**src/hdl/rsfe_pkg.sv**
```systemverilog
`timescale 1ns / 1ps
`default_nettype none
// ----------------------------------------------------------------------------
// rsfe_pkg: shared types and constants of the RGB status fade engine
// Request payloads, lane command bundle, field widths and register indexes.
// ----------------------------------------------------------------------------
package rsfe_pkg;

  // Field and state widths
  localparam int LEVEL_W   = 16;
  localparam int STEP_W    = 16;
  localparam int GOAL_W    = 8;
  localparam int GAIN_W    = 8;
  localparam int RATE_W    = 8;
  localparam int MASK_W    = 3;
  localparam int SCL_W     = 9;   // (level * gain) >> 15 never exceeds 509
  localparam int DUTY_W    = 10;
  localparam int NUM_LANES = 3;
  localparam int CFG_IDX_W = 2;

  // Override level for a forced-on channel
  localparam logic [LEVEL_W-1:0] LVL_FULL = 16'hff00;

  // Request function codes
  localparam logic FUNC_SET  = 1'b0;
  localparam logic FUNC_TICK = 1'b1;

  // Configuration register indexes
  localparam logic [CFG_IDX_W-1:0] CFG_GAIN_RED   = 2'd0;
  localparam logic [CFG_IDX_W-1:0] CFG_GAIN_GREEN = 2'd1;
  localparam logic [CFG_IDX_W-1:0] CFG_GAIN_BLUE  = 2'd2;
  localparam logic [CFG_IDX_W-1:0] CFG_ACTIVE_LOW = 2'd3;

  localparam logic [GAIN_W-1:0] GAIN_RESET = 8'd255;

  typedef struct packed {
    logic              func;
    logic [GOAL_W-1:0] target_red;
    logic [GOAL_W-1:0] target_green;
    logic [GOAL_W-1:0] target_blue;
    logic [RATE_W-1:0] fade_rate;
    logic [MASK_W-1:0] override_mask;
  } in_t;

  typedef struct packed {
    logic [DUTY_W-1:0] duty_red;
    logic [DUTY_W-1:0] duty_green;
    logic [DUTY_W-1:0] duty_blue;
    logic              any_lit;
  } out_t;

  // Command broadcast to every lane
  typedef struct packed {
    logic              upd;
    logic              func;
    logic [RATE_W-1:0] rate;
  } lane_cmd_t;

endpackage
`default_nettype wire

```
**src/hdl/rsfe_lane.sv**
```systemverilog
`timescale 1ns / 1ps
`default_nettype none
// ----------------------------------------------------------------------------
// rsfe_lane: one color channel of the fade engine
// Holds level, step and goal; applies set and tick requests; forms the
// scaled brightness from the registered level, override and gain.
// ----------------------------------------------------------------------------
module rsfe_lane import rsfe_pkg::*; (
  input  wire logic              clk,
  input  wire logic              rst_n,
  input  wire lane_cmd_t         cmd,
  input  wire logic [GOAL_W-1:0] target,
  input  wire logic              ovr_en,
  input  wire logic              ovr_bit,
  input  wire logic [GAIN_W-1:0] gain,
  output logic      [SCL_W-1:0]  scaled
);

  logic        [LEVEL_W-1:0] level_r, level_nxt;
  logic signed [STEP_W-1:0]  step_r, step_nxt;
  logic        [GOAL_W-1:0]  goal_r, goal_nxt;

  logic signed [GOAL_W:0]    diff;
  logic signed [2*GOAL_W+1:0] sprod;
  logic signed [LEVEL_W+1:0] sum_v;
  logic        [LEVEL_W-GOAL_W+1:0] hi;
  logic                      snap;
  logic        [LEVEL_W-1:0] lvl_sel;
  logic        [LEVEL_W+GAIN_W-1:0] gprod;

  // Set path: step = floor((target - level_hi) * rate / 2)
  assign diff  = $signed({1'b0, target}) - $signed({1'b0, level_r[LEVEL_W-1:GOAL_W]});
  assign sprod = diff * $signed({1'b0, cmd.rate});

  // Tick path: advance level, snap on zero step or when passing the goal
  assign sum_v = $signed({2'b00, level_r}) + $signed({{2{step_r[STEP_W-1]}}, step_r});
  assign hi    = sum_v[LEVEL_W+1:GOAL_W];
  always_comb begin
    if (step_r == '0) begin
      snap = 1'b1;
    end else if (step_r[STEP_W-1]) begin
      snap = sum_v[LEVEL_W+1] || (hi < {2'b00, goal_r});
    end else begin
      snap = hi > {2'b00, goal_r};
    end
  end

  always_comb begin
    level_nxt = level_r;
    step_nxt  = step_r;
    goal_nxt  = goal_r;
    if (cmd.upd) begin
      if (cmd.func == FUNC_SET) begin
        goal_nxt = target;
        step_nxt = sprod[STEP_W:1];
      end else if (snap) begin
        step_nxt  = '0;
        level_nxt = {goal_r, {(LEVEL_W-GOAL_W){1'b0}}};
      end else begin
        level_nxt = sum_v[LEVEL_W-1:0];
      end
    end
  end

  always_ff @(posedge clk) begin
    if (!rst_n) begin
      level_r <= '0;
      step_r  <= '0;
      goal_r  <= '0;
    end else begin
      level_r <= level_nxt;
      step_r  <= step_nxt;
      goal_r  <= goal_nxt;
    end
  end

  // Scale the (possibly overridden) level by the channel gain
  always_comb begin
    if (ovr_en) begin
      lvl_sel = ovr_bit ? LVL_FULL : '0;
    end else begin
      lvl_sel = level_r;
    end
  end
  assign gprod  = lvl_sel * gain;
  assign scaled = gprod[LEVEL_W+GAIN_W-1:LEVEL_W+GAIN_W-SCL_W];

endmodule
`default_nettype wire

```
**src/hdl/rsfe_merge.sv**
```systemverilog
`timescale 1ns / 1ps
`default_nettype none
// ----------------------------------------------------------------------------
// rsfe_merge: combine lane results into the output request
// Converts scaled values to PWM duties, forms any_lit, holds the output
// register and its valid flag.
// ----------------------------------------------------------------------------
module rsfe_merge import rsfe_pkg::*; #(
  parameter int DUTY_PERIOD = 512
) (
  input  wire logic             clk,
  input  wire logic             rst_n,
  input  wire logic             advance,
  input  wire logic             s1_valid,
  input  wire logic             active_low,
  input  wire logic [SCL_W-1:0] scaled [NUM_LANES],
  output logic                  out_valid_r,
  output out_t                  out_data_r
);

  localparam int PW = $clog2(DUTY_PERIOD + 1);
  localparam logic [PW-1:0] PERIOD   = PW'(DUTY_PERIOD);
  localparam logic [PW-1:0] PERIOD_M = PW'(DUTY_PERIOD - 1);

  logic [PW-1:0]     scl_x [NUM_LANES];
  logic [DUTY_W-1:0] duty  [NUM_LANES];
  logic              lit;
  out_t              out_data_nxt;
  logic              out_valid_nxt;

  // Clamp for active-high drive, invert and floor for active-low drive
  for (genvar i = 0; i < NUM_LANES; i++) begin : g_duty
    logic [PW-1:0] d;
    assign scl_x[i] = PW'(scaled[i]);
    always_comb begin
      if (!active_low) begin
        d = (scl_x[i] >= PERIOD) ? PERIOD_M : scl_x[i];
      end else begin
        d = (scl_x[i] > PERIOD) ? '0 : PERIOD - scl_x[i];
      end
    end
    assign duty[i] = d[DUTY_W-1:0];
  end

  assign lit = (scaled[0] != '0) || (scaled[1] != '0) || (scaled[2] != '0);

  always_comb begin
    out_data_nxt            = out_data_r;
    out_valid_nxt           = out_valid_r;
    if (advance) begin
      out_valid_nxt           = s1_valid;
      out_data_nxt.duty_red   = duty[0];
      out_data_nxt.duty_green = duty[1];
      out_data_nxt.duty_blue  = duty[2];
      out_data_nxt.any_lit    = lit;
    end
  end

  always_ff @(posedge clk) begin
    if (!rst_n) begin
      out_valid_r <= 1'b0;
    end else begin
      out_valid_r <= out_valid_nxt;
    end
  end

  // Payload register needs no reset
  always_ff @(posedge clk) begin
    out_data_r <= out_data_nxt;
  end

endmodule
`default_nettype wire

```
**src/hdl/rgb_status_fade_engine.sv**
```systemverilog
`timescale 1ns / 1ps
`default_nettype none
// ----------------------------------------------------------------------------
// rgb_status_fade_engine: three-channel RGB status LED fader
// Set requests load fade targets and steps, tick requests advance the fade;
// every request yields one result with PWM duties and an any-lit flag.
// ----------------------------------------------------------------------------
// Usage:
//   Input (in_valid/in_ready/in_data) takes one request per cycle if ready.
//   func selects set (load targets, compute step) or tick (advance levels).
//   Result channel (out_valid/out_ready/out_data) returns one result per
//   request in order, duties computed from the levels after the update.
//   Path: an accepted request updates the lanes and stage 1; the output
//   register captures its duties when the pipeline advances. Throughput:
//   one request per cycle unless stalled, set by lane update and gain multiply.
//   The fade state sits in the lanes and updates at the accept edge; a
//   second register stage forms the duties and holds them on the output.
//   A stalled receiver freezes both stages and deasserts in_ready.
//   Configuration (cfg_we/cfg_idx/cfg_wdata) writes gains and active-low
//   drive; write only while no request is in flight.
//   Reset (rst_n low, synchronous) clears levels, steps and goals, sets all
//   gains to 255, active-high drive, and empties the pipeline.
// ----------------------------------------------------------------------------
module rgb_status_fade_engine import rsfe_pkg::*; #(
  parameter int DUTY_PERIOD = 512
) (
  input  wire logic                 clk,
  input  wire logic                 rst_n,
  input  wire logic                 in_valid,
  output logic                      in_ready,
  input  wire in_t                  in_data,
  output logic                      out_valid,
  input  wire logic                 out_ready,
  output out_t                      out_data,
  input  wire logic                 cfg_we,
  input  wire logic [CFG_IDX_W-1:0] cfg_idx,
  input  wire logic [GAIN_W-1:0]    cfg_wdata
);

  logic [GAIN_W-1:0] gain_r [NUM_LANES];
  logic [GAIN_W-1:0] gain_nxt [NUM_LANES];
  logic              active_low_r, active_low_nxt;
  logic              s1_valid_r, s1_valid_nxt;
  logic [MASK_W-1:0] s1_mask_r, s1_mask_nxt;
  logic              advance;
  logic              accept;
  lane_cmd_t         cmd;
  logic [GOAL_W-1:0] tgt [NUM_LANES];
  logic [SCL_W-1:0]  scaled [NUM_LANES];
  logic              out_valid_r;
  out_t              out_data_r;

  // Pipeline moves whenever the output register is free or being drained
  assign advance  = !out_valid_r || out_ready;
  assign in_ready = advance;
  assign accept   = in_valid && in_ready;

  // Configuration registers
  always_comb begin
    gain_nxt       = gain_r;
    active_low_nxt = active_low_r;
    if (cfg_we) begin
      case (cfg_idx)
        CFG_GAIN_RED:   gain_nxt[0]    = cfg_wdata;
        CFG_GAIN_GREEN: gain_nxt[1]    = cfg_wdata;
        CFG_GAIN_BLUE:  gain_nxt[2]    = cfg_wdata;
        CFG_ACTIVE_LOW: active_low_nxt = cfg_wdata[0];
        default:        active_low_nxt = active_low_r;
      endcase
    end
  end

  always_ff @(posedge clk) begin
    if (!rst_n) begin
      gain_r       <= '{default: GAIN_RESET};
      active_low_r <= 1'b0;
    end else begin
      gain_r       <= gain_nxt;
      active_low_r <= active_low_nxt;
    end
  end

  // Stage 1: hold the override mask of the request whose update just landed
  always_comb begin
    s1_valid_nxt = s1_valid_r;
    s1_mask_nxt  = s1_mask_r;
    if (advance) begin
      s1_valid_nxt = accept;
      s1_mask_nxt  = in_data.override_mask;
    end
  end

  always_ff @(posedge clk) begin
    if (!rst_n) begin
      s1_valid_r <= 1'b0;
    end else begin
      s1_valid_r <= s1_valid_nxt;
    end
  end

  always_ff @(posedge clk) begin
    s1_mask_r <= s1_mask_nxt;
  end

  // Broadcast the request to the lanes
  assign cmd.upd  = accept;
  assign cmd.func = in_data.func;
  assign cmd.rate = in_data.fade_rate;
  assign tgt[0]   = in_data.target_red;
  assign tgt[1]   = in_data.target_green;
  assign tgt[2]   = in_data.target_blue;

  for (genvar i = 0; i < NUM_LANES; i++) begin : g_lane
    rsfe_lane u_lane (
      .clk     (clk),
      .rst_n   (rst_n),
      .cmd     (cmd),
      .target  (tgt[i]),
      .ovr_en  (s1_mask_r != '0),
      .ovr_bit (s1_mask_r[i]),
      .gain    (gain_r[i]),
      .scaled  (scaled[i])
    );
  end

  rsfe_merge #(
    .DUTY_PERIOD (DUTY_PERIOD)
  ) u_merge (
    .clk         (clk),
    .rst_n       (rst_n),
    .advance     (advance),
    .s1_valid    (s1_valid_r),
    .active_low  (active_low_r),
    .scaled      (scaled),
    .out_valid_r (out_valid_r),
    .out_data_r  (out_data_r)
  );

  assign out_valid = out_valid_r;
  assign out_data  = out_data_r;

  // Accepted request lands in stage 1
  a_accept_s1: assert property (@(posedge clk) disable iff (!rst_n)
    accept |=> s1_valid_r)
    else $error("accepted request did not reach stage 1");

  // Stage 1 request is kept while the pipeline stalls
  a_s1_hold: assert property (@(posedge clk) disable iff (!rst_n)
    s1_valid_r && !advance |=> s1_valid_r && $stable(s1_mask_r))
    else $error("stage 1 request lost during stall");

  // Stage 1 request moves to the output register when the pipeline advances
  a_s1_out: assert property (@(posedge clk) disable iff (!rst_n)
    s1_valid_r && advance |=> out_valid_r)
    else $error("stage 1 request did not reach the output");

endmodule
`default_nettype wire

```
**config.mk**
```make
export PLATFORM = sky130hd
export DESIGN_NAME = rgb_status_fade_engine
export DESIGN_NICKNAME = d
export VERILOG_FILES = /design/src/hdl/rsfe_pkg.sv /design/src/hdl/rsfe_lane.sv /design/src/hdl/rsfe_merge.sv /design/src/hdl/rgb_status_fade_engine.sv
export SDC_FILE = /design/constraint.sdc
export NUM_CORES = 2
export LEC_CHECK = 0
export BUFFER_PORTS_ARGS = -buffer_cell sky130_fd_sc_hd__buf_4
export CAP_MARGIN = 0
export CORE_ASPECT_RATIO = 1.75
export CORE_MARGIN = 3
export CORE_UTILIZATION = 40
export CTS_BUF_LIST = sky130_fd_sc_hd__clkbuf_4 sky130_fd_sc_hd__clkbuf_8 sky130_fd_sc_hd__clkbuf_16
export DETAILED_ROUTE_END_ITERATION = 12
export MAX_ROUTING_LAYER = met4
export PLACE_DENSITY = 0.53
export SLEW_MARGIN = 10
export SYNTH_ARGS = -nofsm -noshare
export SYNTH_HDL_FRONTEND = slang
export SYNTH_SLANG_ARGS = --single-unit
```
**constraint.sdc**
```tcl
create_clock -name clk -period 12.64 [get_ports clk]
set_input_delay 0.632 -clock clk [delete_from_list [all_inputs] [get_ports clk]]
set_output_delay 0.632 -clock clk [all_outputs]
set_load 0.01 [all_outputs]
```
======== Word-level counts from Yosys, hierarchy flattened ========
Cells that the tools add are included.
operators by class
  add/subtract/negate cells ............... 9
  $mul .................................... 6
  $lt $le $gt $ge ......................... 12
  eq/ne operators ......................... 6
  multiplexer cells ....................... 30
  bitwise operators ....................... 1
  reductions and logical operators ........ 25
operators with widths
  operator               count
  $mux 16                15
  $mul 16x8->24          3
  $mux 10                6
  $add 17x16->18         3
  $mul 9x9->17           3
  $logic_not 16->1       3
  $ge 9x10->1 const B    3
  $gt 10x8->1            3
  $gt 9x10->1 const B    3
  $lt 10x8->1            3
  $sub 10x9->10 const A  3
  $mux 9                 3
  $reduce_bool 9->1      3
  $sub 8x8->9            3
  $reduce_and 2->1       9
  $logic_or 1x1->1       6
  $mux 1                 6
  $ne 2x1->1 const B     3
  $eq 2x2->1 const B     2
  $reduce_bool 3->1      1
  $eq 2x1->1 const B     1
  $logic_not 2->1        1
  $logic_and 1x1->1      1
  $logic_not 1->1        1
  $not 1->1              1
word-level totals
  register bits ........................... 181
  bits of input ports ..................... 51
  output and inout bits ................... 33

======== Logic depth before layout (Yosys ltp) ========
  word-level depth ........................ 7
  depth in mapped cells ................... 28
  mapped depth without buffers ............ 28

======== Hierarchy ========
From an unflattened synthesis, not the netlist that was laid out.
second synthesis, totals
  cells, all modules ...................... 3530
  area total of the unflattened synthesis .. 30361.6 um^2
by module, submodules not included
  module                         times used  cells an instance  area an instance (um^2)
  rsfe_lane at g_lane[1].u_lane  1           1119               9420.3
  rsfe_lane at g_lane[0].u_lane  1           1090               9213.8
  rsfe_lane at g_lane[2].u_lane  1           1081               9132.5
  rsfe_merge                     1           118                1550.2
  rgb_status_fade_engine         1           122                1044.8

======== Least setup slack after synthesis ========
No wires, ideal clock.
  path kind ............................... reg-to-reg
  start ................................... register s1_mask_r[1]
  end ..................................... register u_merge.out_data_r[29] (netlist name)
  library setup time ...................... 0.260 ns
  data arrival time ....................... 6.328 ns
  data required time ...................... 12.380 ns
  slack ................................... 6.053 ns
  stages on the path, launching flop included .. 25
  buffers on the path ..................... 4
  clock period less this slack ............ 6.587 ns
  cell sequence ........................... edfxtp_1 -> buf_6 -> nor3_4 -> clkbuf_1 -> clkbuf_1 -> clkbuf_1 -> and3_1 -> fa_1 -> fa_1 -> fa_1 -> inv_1 -> fa_1 -> inv_1 -> ha_1 -> a211oi_1 -> nor2_1 -> or4_1 -> o21ai_1 -> o21ai_2 -> a31oi_1 -> o21bai_1 -> xnor2_1 -> inv_1 -> ha_1 -> mux2_2
between the ends
  longest elaborated chain between the ends .. 6
  elaborated cells between the ends (all ways) .. 9
  those cells by class .................... add/sub (1); mul (1); order compare (2); mux (4); reduce/logical (1)
ends and longest elaborated chain
  what                                         line                                RTL
  from (decl)                                  rgb_status_fade_engine.sv:44        logic [MASK_W-1:0] s1_mask_r, s1_mask_nxt;
  from (signal assigned)                       rgb_status_fade_engine.sv:102       s1_mask_r <= s1_mask_nxt;
  $reduce_bool 3->1 *                          rgb_status_fade_engine.sv:119       .ovr_en (s1_mask_r != '0),
  $mux 16 *                                    rsfe_lane.sv:79                     if (ovr_en) begin
  $mul 16x8->24 *                              rsfe_lane.sv:85                     assign gprod = lvl_sel * gain;
  $sub 10x9->10, or another cell as far along  rsfe_merge.sv:39                    d = (scl_x[i] > PERIOD) ? '0 : PERIOD - scl_x[i];
  $mux 10 or $mux 9 (tied branches)            rsfe_merge.sv:39, rsfe_merge.sv:37
  $mux 10 *                                    rsfe_merge.sv:36                    if (!active_low) begin
  via u_merge.g_duty[0].d[8]                   rsfe_merge.sv:33                    logic [PW-1:0] d;
The timed path passes the listed nets; every way through them passes the cells marked *.
A chain may end at the register's enable or synchronous reset.

======== Worst setup path after layout ========
  start ................................... register s1_mask_r[1]
  end ..................................... register u_merge.out_data_r[19] (netlist name)
between the ends
  longest elaborated chain between the ends .. 6
  elaborated cells between the ends (all ways) .. 10
  those cells by class .................... add/sub (1); mul (1); order compare (2); mux (5); reduce/logical (1)
ends and longest elaborated chain
  what                                          line
  $reduce_bool 3->1 or $mux 16 (tied branches)  rgb_status_fade_engine.sv:119, rsfe_lane.sv:80
  $mux 16 *                                     rsfe_lane.sv:79
  $mul 16x8->24 *                               rsfe_lane.sv:85
  $sub 10x9->10, or another cell as far along   rsfe_merge.sv:39
  $mux 10 or $mux 9 (tied branches)             rsfe_merge.sv:39, rsfe_merge.sv:37
  $mux 10 *                                     rsfe_merge.sv:36
  via u_merge.g_duty[1].d[8]                    rsfe_merge.sv:33
Marks and branches as above.

==> flow_summary.json <==
{
  "maxSlewViolCount": 0,
  "synth_top_cells_by_count": "inv_1 (601), fa_1 (429), nand2_1 (378)",
  "clock_sinks": 181,
  "io_pins": 84,
  "core_area_sq_mm": 0.0743,
  "maxCapViolations": 0,
  "portBuffers": 83,
  "p_per_area_mw_per_mm2": 262,
  "ff2ff_path_depth": 24,
  "cts_tree": "built",
  "clk_transition_reported_paths_ps": 70,
  "max_freq_mhz": 135,
  "first_global_vias": 24900,
  "cts_buffer_depth": 2,
  "yosys.area.top_type": "fa_1",
  "drtAntennaViolNets": 0,
  "ys_ff_latch": 181,
  "tns_ps": 0,
  "finalPower_uw": 8440,
  "cts.root.buffer_cell": "clkbuf_16",
  "place_congestion": 0.879,
  "synth_edf_count": 34,
  "grt_usage": 0.219,
  "drt_iter0_drc": 1236,
  "worst_setup_path_end_kind": "flip-flop",
  "drt_wl_total_um": 80700,
  "viasPerCell": 5.27,
  "grt_pass1_wl_um": 132000,
  "cts_buffers": 17,
  "setup_viol": 0,
  "htreeDepth": 4,
  "cts_repair_resize_count": 0,
  "leakagePower_uw": 0.0166,
  "areaGrowthSynthToFinish_pct": 6.89,
  "ys.flop_type": "dfxtp_1",
  "crit_arrival_ps": 7610,
  "syn_inst": 3456,
  "initial_core_util": 0.405,
  "layout.cells.non_filler": 4405,
  "rsz0062_at_grt": "false",
  "die_y_um": 369,
  "dieArea_sq_mm": 0.0787,
  "synth_area_leaders": "fa_1 (29%), ha_1 (14%), dfxtp_1 (9.8%)",
  "cp.required_ps": 12860,
  "post-route-period-util": 0.585,
  "outcome": "completed",
  "hold_viol": 0,
  "yosysWarnings": 0,
  "synth_cell_types": 79,
  "critPathKind": "flip-flop to flip-flop",
  "layout-drive-gt1-share": 0.0487,
  "clock_skew_ps": 15.7,
  "grt_overflow_total": 0,
  "multiInputGateArea_sq_mm": 0.0234,
  "num_rows": 132,
  "min_period_ps": 7390,
  "synth-async-reset-ratio": 0,
  "synth_seq_area_share": 0.132,
  "die_w_um": 213,
  "num_vias": 23200,
  "synth_area_sq_mm": 0.0301,
  "antenna_found_initial": 0,
  "drt_first_pass_iters": 5,
  "cts_hold_buffers": 0,
  "place_inst": 4373,
  "yosysMostFrequentCell": "inv_1",
  "worst_pin_slew_ps": 1190,
  "dp_hpwl_um": 65900,
  "synth_top_cell_area_share": 0.285,
  "syn_nets": 4263,
  "postSynthAreaPerCell_sq_um": 8.71,
  "cts_setup_buffers": 0,
  "fillCellCount": 7469,
  "grt_max_degree": 112,
  "wire_per_inst_um": 18.3,
  "hold_path_depth": 1,
  "clk_latency_ps": 490,
  "worst_setup_path_start_kind": "flip-flop",
  "slew_headroom": 0.205,
  "crit_fanout": 111,
  "regArea_sq_mm": 0.00396,
  "antenna_cells": 0,
  "num-nets-final": 4261,
  "drcViolationCount": 0,
  "vdd_drop_max_v": 0.000154,
  "hold_class": "input port to flip-flop"
}
cells by family (layout without fill, tap and decap cells):
family          count (synthesis)  in the layout  share of synthesized area
buf+inv                       727            738                     0.0912
xor+xnor                      151            151                     0.0439
compound gates                519            519                      0.117
fa+ha+maj                     756            756                      0.421
flops                         181            181                      0.132
mux                            27             27                    0.00914
simple gates                 1095           1095                      0.186
power by group:
group / leakage (uW) / total, uW / internal [uW] / switching, uW
sequential: 0.00156 / 909 / 800 / 108
clock: 0.000289 / 560 / 283 / 277
combinational: 0.0147 / 6970 / 3010 / 3960
layer usage:
layer	routed length (um)	vias up	GRT usage
li1	-	11200	-
met2	43900	351	0.406
met5	0	-	-
met3	1650	131	0.0154
met1	32200	11500	0.243
met4	2940	0	0.0800
worst max-delay path, stage by stage (launching register included):
cell,delay [ps]
edfxtp_1,630
nor3_4,270
buf_4,670
a21oi_1,400
nand2b_1,270
fa_1,500
inv_1,60
fa_1,500
fa_1,500
inv_1,50
fa_1,470
inv_1,40
ha_1,300
nand4_1,110
a211o_1,250
a311oi_2,380
o21ai_0,200
nand2_1,140
xor2_1,380
nor2_1,130
and3_1,220
and2_1,160
ha_1,280
nor2_1,80
a21oi_1,40
flip-flops by register name (all words and copies together) (netlist names):
name	count
g_lane.u_lane.step_r	48
s1_valid_r	1
u_merge.out_data_r	31
u_merge.out_valid_r	1
g_lane.u_lane.level_r	48
s1_mask_r	3
active_low_r	1
g_lane.u_lane.goal_r	24
gain_r	24
cells in the final DEF, fill, tap and decap left out, types with 7 or more instances in the layout:
cell type  synthesis  routed
nand4_1           23      23
xnor2_1          100     100
mux2i_1           23      23
o211ai_1          11      11
a22oi_1            8       8
a21oi_1          124     124
xor2_1            51      51
buf_4              0     104
and3_1           155     155
nor4_1            17      17
o31ai_1            9       9
nand3_1          105     104
clkbuf_16          0      17
or2_2              7       7
nor2b_1           59      59
or3_1              9       9
fa_1             429     429
edfxtp_1          34      34
nand2b_1          21      21
a21boi_0          52      52
nand2_1          378     378
a31oi_1           10      10
a211oi_1          15      15
o21a_1            13      13
inv_1            601     600
nor3_1            27      27
a22o_1            39      39
dfxtp_1          147     147
nor2_1            79      77
and2_1           187     187
ha_1             327     327
o21ai_0           82      82
o21bai_1          16      16
a21o_1            75      75
area by class of cell:
| class | count | share of cell area |
|---|---|---|
| clock buffers | 18 | 0.0134 |
| clock inverters | 14 | 0.00478 |
| inverters | 602 | 0.0702 |
| multi-input cells | 2548 | 0.728 |
| flip-flops and latches | 181 | 0.123 |
| well taps | 938 | 0.0365 |
| repair buffers | 104 | 0.0243 |
worst paths after layout:
kind                              startpoint                      to  slack, ps
worst max-delay path            s1_mask_r[1]  u_merge.out_data_r[19]       5250
worst min-delay path              in_data[0]            s1_mask_r[0]        350
worst max register to register  s1_mask_r[1]  u_merge.out_data_r[19]       5250
worst min register to register    s1_valid_r              s1_valid_r        470
through the flow:
stage	util	setup WS (ps)	cell area (sq um)	hold WS [ps]
2_1_floorplan	-	6050	30100	441
3_3_place_gp	0.425	5390	31600	451
3_5_place_dp	0.425	5250	31600	452
4_1_cts	0.433	5230	32200	320
5_1_grt	0.433	4760	32200	337
6_report	0.433	5250	32200	352
Note: power is estimated with default switching activity, not from simulation.
